===== src/sv/sv39ptm_pkg.sv =====
// Shared types, constants and entry encoding helpers for the Sv39 page table manager.
`default_nettype none
package sv39ptm_pkg;

  localparam int TABLE_PAGES_DEF = 64;
  localparam int ENTRIES_PER_TABLE = 512;
  localparam int IDX_W = 9;
  localparam int CNT_W = 10;
  localparam int PPN_W = 44;

  localparam logic [1:0] MODE_MAP = 2'd0;
  localparam logic [1:0] MODE_UNMAP = 2'd1;
  localparam logic [1:0] MODE_PROTECT = 2'd2;
  localparam logic [1:0] MODE_QUERY = 2'd3;

  localparam logic [1:0] ST_OK = 2'd0;
  localparam logic [1:0] ST_BAD_ARG = 2'd1;
  localparam logic [1:0] ST_MISSING = 2'd2;

  localparam logic [1:0] LVL_TWO = 2'd2;
  localparam logic [1:0] LVL_ONE = 2'd1;
  localparam logic [1:0] LVL_ZERO = 2'd0;

  localparam logic [1:0] PBMT_NC = 2'd1;
  localparam logic [1:0] PBMT_IO = 2'd2;

  typedef enum logic [4:0] {
    OP_NOP,
    OP_LOAD,
    OP_CLR_STEP,
    OP_PSWEEP_INIT,
    OP_PSWEEP_STEP,
    OP_DESCEND,
    OP_LEAF,
    OP_SCAN_INIT,
    OP_SCAN_NEXT,
    OP_TAKE,
    OP_LINK,
    OP_WRITE,
    OP_FREE_L1,
    OP_FREE_L2,
    OP_RES_BAD,
    OP_RES_MISS,
    OP_RES_OK
  } dp_op_t;

  typedef struct packed {
    dp_op_t op;
  } dp_cmd_t;

  typedef struct packed {
    logic       root_bad;
    logic       pa_zero;
    logic [1:0] mode;
    logic [1:0] lvl;
    logic       q_valid;
    logic       q_child_ok;
    logic       scan_found;
    logic       scan_last;
    logic       cnt_nonzero;
    logic       clr_full_last;
    logic       clr_page_last;
    logic       write_zero;
  } dp_status_t;

  function automatic logic [63:0] encode_flags(input logic [6:0] at);
    logic [63:0] f;
    f = 64'h0;
    f[0] = 1'b1;
    f[1] = at[0];
    f[2] = at[1];
    f[3] = at[2];
    f[4] = at[3];
    f[5] = at[4];
    f[6] = 1'b1;
    f[7] = 1'b1;
    if (at[5]) begin
      f[62:61] = PBMT_IO;
    end else if (at[6]) begin
      f[62:61] = PBMT_NC;
    end
    return f;
  endfunction

  function automatic logic [6:0] decode_flags(input logic [63:0] e);
    logic [6:0] at;
    at = 7'h0;
    at[0] = e[1];
    at[1] = e[2];
    at[2] = e[3];
    at[3] = e[4];
    at[4] = e[5];
    if (e[62:61] == PBMT_IO) begin
      at[5] = 1'b1;
    end else if (e[62:61] == PBMT_NC) begin
      at[6] = 1'b1;
    end
    return at;
  endfunction

endpackage
`default_nettype wire


===== src/sv/sv39ptm_controller.sv =====
// Sequencer of the Sv39 page table manager: walk, allocation, entry update and release steps.
`default_nettype none
module sv39ptm_controller (
  input  wire logic                    clk,
  input  wire logic                    rst_n,
  input  wire logic                    start,
  output logic                         busy,
  input  wire sv39ptm_pkg::dp_status_t status,
  output sv39ptm_pkg::dp_cmd_t         cmd
);

  typedef enum logic [4:0] {
    S_CLEAR,
    S_IDLE,
    S_CHECK,
    S_RWAIT,
    S_RCHK,
    S_SWAIT,
    S_SCHK,
    S_CWAIT,
    S_CCHK,
    S_PSWEEP,
    S_PARENT,
    S_WA,
    S_WB,
    S_UN0,
    S_UN1,
    S_FIN
  } state_t;

  state_t state_r, state_nxt;
  state_t ret_r, ret_nxt;
  logic   busy_r;
  logic   is_map;

  assign is_map = (status.mode == sv39ptm_pkg::MODE_MAP);

  always_comb begin
    state_nxt = state_r;
    ret_nxt = ret_r;
    cmd.op = sv39ptm_pkg::OP_NOP;
    unique case (state_r)
      S_CLEAR: begin
        cmd.op = sv39ptm_pkg::OP_CLR_STEP;
        if (status.clr_full_last) begin
          state_nxt = S_IDLE;
        end
      end
      S_IDLE: begin
        if (start) begin
          cmd.op = sv39ptm_pkg::OP_LOAD;
          state_nxt = S_CHECK;
        end
      end
      S_CHECK: begin
        if (status.root_bad || (is_map && status.pa_zero)) begin
          cmd.op = sv39ptm_pkg::OP_RES_BAD;
          state_nxt = S_IDLE;
        end else begin
          state_nxt = S_RCHK;
        end
      end
      S_RWAIT: begin
        state_nxt = S_RCHK;
      end
      S_RCHK: begin
        if (status.lvl == sv39ptm_pkg::LVL_ZERO) begin
          if (!status.q_valid) begin
            cmd.op = sv39ptm_pkg::OP_RES_MISS;
            state_nxt = S_IDLE;
          end else begin
            cmd.op = sv39ptm_pkg::OP_LEAF;
            unique case (status.mode)
              sv39ptm_pkg::MODE_PROTECT: begin
                ret_nxt = S_FIN;
                state_nxt = S_WA;
              end
              sv39ptm_pkg::MODE_UNMAP: begin
                ret_nxt = S_UN0;
                state_nxt = S_WA;
              end
              default: begin
                state_nxt = S_FIN;
              end
            endcase
          end
        end else if (status.q_valid) begin
          if (!status.q_child_ok) begin
            cmd.op = sv39ptm_pkg::OP_RES_MISS;
            state_nxt = S_IDLE;
          end else begin
            cmd.op = sv39ptm_pkg::OP_DESCEND;
            if (is_map && status.lvl == sv39ptm_pkg::LVL_ONE) begin
              ret_nxt = S_FIN;
              state_nxt = S_WA;
            end else begin
              state_nxt = S_RWAIT;
            end
          end
        end else if (is_map) begin
          cmd.op = sv39ptm_pkg::OP_SCAN_INIT;
          state_nxt = S_SWAIT;
        end else begin
          cmd.op = sv39ptm_pkg::OP_RES_MISS;
          state_nxt = S_IDLE;
        end
      end
      S_SWAIT: begin
        state_nxt = S_SCHK;
      end
      S_SCHK: begin
        if (status.scan_found) begin
          cmd.op = sv39ptm_pkg::OP_TAKE;
          state_nxt = S_CWAIT;
        end else if (status.scan_last) begin
          cmd.op = sv39ptm_pkg::OP_RES_MISS;
          state_nxt = S_IDLE;
        end else begin
          cmd.op = sv39ptm_pkg::OP_SCAN_NEXT;
          state_nxt = S_SWAIT;
        end
      end
      S_CWAIT: begin
        state_nxt = S_CCHK;
      end
      S_CCHK: begin
        if (status.cnt_nonzero) begin
          cmd.op = sv39ptm_pkg::OP_PSWEEP_INIT;
          state_nxt = S_PSWEEP;
        end else begin
          state_nxt = S_PARENT;
        end
      end
      S_PSWEEP: begin
        cmd.op = sv39ptm_pkg::OP_PSWEEP_STEP;
        if (status.clr_page_last) begin
          state_nxt = S_PARENT;
        end
      end
      S_PARENT: begin
        cmd.op = sv39ptm_pkg::OP_LINK;
        ret_nxt = S_RWAIT;
        state_nxt = S_WA;
      end
      S_WA: begin
        state_nxt = S_WB;
      end
      S_WB: begin
        cmd.op = sv39ptm_pkg::OP_WRITE;
        state_nxt = ret_r;
      end
      S_UN0: begin
        if (status.write_zero) begin
          cmd.op = sv39ptm_pkg::OP_FREE_L1;
          ret_nxt = S_UN1;
          state_nxt = S_WA;
        end else begin
          state_nxt = S_FIN;
        end
      end
      S_UN1: begin
        if (status.write_zero) begin
          cmd.op = sv39ptm_pkg::OP_FREE_L2;
          ret_nxt = S_FIN;
          state_nxt = S_WA;
        end else begin
          state_nxt = S_FIN;
        end
      end
      S_FIN: begin
        cmd.op = sv39ptm_pkg::OP_RES_OK;
        state_nxt = S_IDLE;
      end
      default: begin
        state_nxt = S_IDLE;
      end
    endcase
  end

  always_ff @(posedge clk) begin
    if (!rst_n) begin
      state_r <= S_CLEAR;
      ret_r <= S_FIN;
      busy_r <= 1'b1;
    end else begin
      state_r <= state_nxt;
      ret_r <= ret_nxt;
      busy_r <= (state_nxt != S_IDLE);
    end
  end

  assign busy = busy_r;

endmodule
`default_nettype wire


===== config.mk =====
export PLATFORM = sky130hd
export DESIGN_NAME = sv39ptm_controller
export DESIGN_NICKNAME = d
export VERILOG_FILES = /design/src/sv/sv39ptm_pkg.sv /design/src/sv/sv39ptm_controller.sv
export SDC_FILE = /design/constraint.sdc
export NUM_CORES = 1
export LEC_CHECK = 0
export ABC_AREA = 1
export BUFFER_PORTS_ARGS = -buffer_cell sky130_fd_sc_hd__clkbuf_2
export CAP_MARGIN = 40
export CORE_MARGIN = 1
export CORE_UTILIZATION = 57
export DETAILED_ROUTE_END_ITERATION = 8
export PLACE_DENSITY = 0.84
export RECOVER_POWER = 50
export SLEW_MARGIN = 20
export SYNTH_ARGS = -nofsm -noshare
export SYNTH_HDL_FRONTEND = slang
export SYNTH_SLANG_ARGS = --single-unit

===== constraint.sdc =====
create_clock -name clk -period 2.38 [get_ports clk]
set_input_delay 0.476 -clock clk [delete_from_list [all_inputs] [get_ports clk]]
set_output_delay 0.476 -clock clk [all_outputs]
set_load 0.05 [all_outputs]

# Yosys cells after proc, flatten, opt, wreduce, memory -nomap -nowiden

Cells that the tools add are included.

Output and inout port bits: 6
Word-level logic and storage cells: 76
Flip-flop bits (word level): 11
Input port bits: 17

Reductions and logical operators: 10
Multiplexer cells: 38
Equality and inequality tests: 25

Operators by type and width:

| operator                                                               | number |
|---|---|
| 5-bit two-way mux                                                      | 14 |
| 5-bit one-hot mux with 14 select lines                                 | 1 |
| 5-bit one-hot mux with 12 select lines                                 | 1 |
| 5-bit by 4-bit equality test with 1-bit output (second input constant) | 8 |
| 4-bit two-way mux                                                      | 9 |
| 3-bit two-way mux                                                      | 8 |
| 5-bit by 3-bit equality test with 1-bit output (second input constant) | 4 |
| 5-bit one-hot mux with 4 select lines                                  | 1 |
| 5-bit by 2-bit equality test with 1-bit output (second input constant) | 2 |
| 5-bit one-hot mux with 2 select lines                                  | 1 |
| 7-bit AND reduction                                                    | 1 |
| 2-bit != test (second input constant)                                  | 3 |
| 3-bit != test (second input constant)                                  | 2 |
| 5-bit by 1-bit equality test with 1-bit output (second input constant) | 1 |
| 5-bit zero test                                                        | 1 |
| 5-bit by 1-bit != test with 1-bit output (second input constant)       | 1 |
| 2-bit by 1-bit equality test with 1-bit output (second input constant) | 2 |
| 2-bit zero test                                                        | 2 |
| 2-bit two-way mux                                                      | 2 |
| 4-bit by 2-bit != test with 1-bit output (second input constant)       | 1 |
| 4-bit nonzero test                                                     | 1 |
| 2-bit OR reduction                                                     | 2 |
| 2-bit equality test (second input constant)                            | 1 |
| 1-bit logical AND                                                      | 2 |
| other kinds (2)                                                        | 2 |

# Logic depth before layout (Yosys ltp)

Depth after elaboration: 8
Gate-level depth with buffers: 11
Depth with buffers taken out: 11

# Worst setup path after synthesis

No wires, ideal clock.

Path kind: register -> output
From: register state_r[3]
To: output port cmd[0] in the netlist's numbering
Data required time: 1.904 ns
Arrival time: 1.652 ns
Slack: 0.252 ns
Buffers on the path: 1
Cell stages (with the launch flop): 7
Cells stage by stage: dfxtp_1 buf_6 nor2_4 nand2_1 inv_1 nand2_1 o211ai_1

RTL lines:

| what                   | RTL line                  | text |
|---|---|---|
| start, declared        | sv39ptm_controller.sv:31  | `state_t state_r, state_nxt;` |
| start signal, assigned | sv39ptm_controller.sv:186 | `state_r <= state_nxt;` |
| end, declared          | sv39ptm_controller.sv:9   | `output sv39ptm_pkg::dp_cmd_t cmd` |

==> summary.md <==
| Metric | Value |
|---|---|
| Die area | `1950 µm²` |
| Clock Tree Buf Depth | `2` |
| Status | `completed` |
| FILL cells | `132` |
| Synthesis warning total | `0` |
| RePlAce Congestion | `0.961` |
| DRT iter0 DRCs | `70` |
| Multi-input logic area | `704 µm²` |
| Synth Cell Area | `1010 µm²` |
| Pin count of the biggest net entering global routing | `12` |
| Core ar. | `1580 µm²` |
| Slew Limit Headroom | `60.8%` |
| Setup crit start kind | `flop` |
| Post-synth top area share | `17.8%` |
| Clock transition at path regs | `0.06 ns` |
| Antenna violations before repair | `0` |
| FF+latch area | `183 µm²` |
| #FFs+latches synth | `9` |
| Row count | `14` |
| Achievable Freq | `436 MHz` |
| Clock Skew | `0.00720 ns` |
| MaxCap Viol Count | `0` |
| GR Overflow Total | `0` |
| Final number of setup-violating endpoints | `0` |
| Vias in the first global route | `1154` |
| Most used DFF post-synth | `dfxtp_1` |
| DRT Wirelength | `2.62 mm` |
| Final slew viol count | `0` |
| DIE WIDTH | `44.2 µm` |
| Most frequent cell after synthesis | `nand2_1` |
| Post-synthesis sequential area ratio | `17.8%` |
| Crit end category | `output pin` |
| Least-Margin Pin Slew | `0.590 ns` |
| Crit-path max cell delay | `0.52 ns` |
| Area contributors post-synth | `dfxtp_1, nand2_1, nor2_1, nand3_1, inv_1` |
| Number of flops mapped to enable cells by yosys | `0` |
| Final Hold Viols | `0` |
| CTS tree | `built` |
| VDD IR-drop max | `0.380 mV` |
| DRC Markers | `0` |
| Post-synth cell types | `29` |
| Layout cells sized above 1 | `24.7%` |
| Fin crit share | `96.4%` |
| Vias | `1217` |
| Commonest cells in the netlist | `nand2_1, nor2_1, nand3_1, inv_1, dfxtp_1` |
| First-pass GRT wire length | `4.46 mm` |
| Setup TNS | `0 ns` |
| Starting Density | `64.4%` |
| CTS root buf | `clkbuf_4` |
| CP max stage cell | `dfxtp_1` |
| WL per Instance | `12.2 µm` |
| TritonCTS Buffers | `3` |
| H-tree Lvls | `1` |
| Port bufs | `22` |
| Die Span Y | `44.2 µm` |
| Overall Global Routing Usage | `30.6%` |
| TritonCTS Sinks | `9` |
| Largest area contributor in the netlist | `dfxtp_1` |
| Final ANT Viol Nets | `0` |
| N_diodes | `0` |
| DRT Pass-1 Iters | `6` |
| Avg Cell Area, Syn | `5.90 µm²` |
| WP data arrival | `1.82 ns` |
| Kind of critical path | `flop to output pin` |
| Leak | `0.628 nW` |
| Syn Nets | `192` |
| Final HPWL DP | `2.14 mm` |
| Avg Vias per Cell | `5.69` |
| Fin crit period | `2.29 ns` |
| Crit Path Max Fanout | `7` |
| Ports | `23` |
| Worst hold slack | `0.445 ns` |
| Area grow syn2layout | `14.8%` |
| Asr flop ratio synth | `0%` |
| Hold crit path type | `input pin to flop` |
| Worst-Skew Late Latency | `0.26 ns` |
| Gate Count Post-Synth | `172` |
| Crit-path cells | `nor2_2 > inv_2 > nor2_1 > nor4_1 > nand4_1 > clkbuf_2` |
| Fin nets | `219` |
| Critical Path RT | `1.90 ns` |
| PD cells | `325 nW/µm²` |
kinds of logic (layout without fill, tap and decap cells):
group / after synthesis / in the layout / share of synthesized area (%)
buffers and inverters: 29 / 55 / 12.8
other: 1 / 1 / 0.370
flip-flops: 9 / 9 / 17.8
AO/OA/AOI/OAI: 17 / 17 / 10.9
AND/OR/NAND/NOR: 113 / 113 / 54.5
adder cells (fa/ha/maj): 3 / 3 / 3.70
cell usage in the layout, fill, tap and decap left out:
cell type	Yosys	final
a21o_1	1	1
a21oi_1	1	1
a22oi_1	1	1
a31oi_1	1	1
a41o_2	1	1
and2_1	1	1
buf_4	1	3
clkbuf_1	0	2
clkbuf_2	0	21
clkbuf_4	0	3
conb_1	1	1
dfxtp_1	9	7
dfxtp_2	0	2
ha_1	3	3
inv_1	21	21
inv_2	4	4
inv_4	1	1
nand2_1	37	37
nand2_4	1	1
nand3_1	22	22
nand3_4	1	1
nand3b_1	1	1
nand4_1	6	6
nor2_1	32	32
nor2_2	7	7
nor2_4	3	3
nor2_8	1	1
nor4_1	1	1
o2111ai_1	1	1
o211ai_1	2	2
o21ai_0	8	8
o21ai_2	1	1
stage by stage:
step / cell area [µm²] / std cells / setup slack, ns / util (%) / power (mW)
floorplan: 1010 / 172 / 0.252 / - / 0.231
global placement: 1140 / 210 / 0.332 / 72.1 / 0.261
detailed placement: 1140 / 210 / 0.273 / 72.1 / 0.263
CTS: 1160 / 214 / 0.0708 / 73.8 / 0.380
global route: 1160 / 214 / -0.00106 / 73.9 / 0.401
finish: 1160 / 214 / 0.0862 / 73.9 / 0.379
state kept, by name (all words and copies together) (netlist names):
signal   count
state_r      5
busy         1
ret_r        3
final cells by class:
cell class | instances | share of cell area (%)
repair buffers | 25 | 11.3
inverters | 26 | 8.59
well taps | 16 | 1.72
multi-input cells | 134 | 60.5
flip-flops and latches | 9 | 15.7
clock buffers | 4 | 2.26
critical path: cells and delay by family (launching register included):
kind / cells / cell delay, ns
flip-flops: 1 / 0.52
AND/OR/NAND/NOR: 4 / 0.65
buffers and inverters: 2 / 0.37
report_power, final:
| part | switching [mW] | internal [mW] | leakage (nW) |
|---|---|---|---|
| clock network | 0.0534 | 0.0646 | 0.0150 |
| logic | 0.0659 | 0.0325 | 0.538 |
| registers | 0.00702 | 0.155 | 0.0747 |
| total | 0.126 | 0.252 | 0.628 |
routing by layer:
| layer | track usage [%] | up-vias | wire [µm] |
|---|---|---|---|
| met5 | 0 | - | 0 |
| met4 | 10.9 | 0 | 46 |
| met3 | 8.16 | 8 | 238 |
| met2 | 52.9 | 68 | 1280 |
| met1 | 36.1 | 537 | 1050 |
| li1 | - | 604 | - |
final timing paths:
kind,cells past startpoint,slack [ns],to,from
worst min register to register,2,0.48,ret_r[2]$_SDFFE_PN1P_,ret_r[2]$_SDFFE_PN1P_
worst max register to register,10,0.83,busy$_SDFF_PN1_,state_r[1]$_SDFF_PN0_
worst max-delay path,6,0.09,cmd[1],state_r[0]$_SDFF_PN0_
worst min-delay path,2,0.45,ret_r[1]$_SDFFE_PN1P_,rst_n
repair_timing:
item,CTS,global route
buffers inserted,0,0
resized for setup,0,2
hold buffers,0,0
endpoints found under the setup margin,0,3
Power figures use the tool's default switching activity.
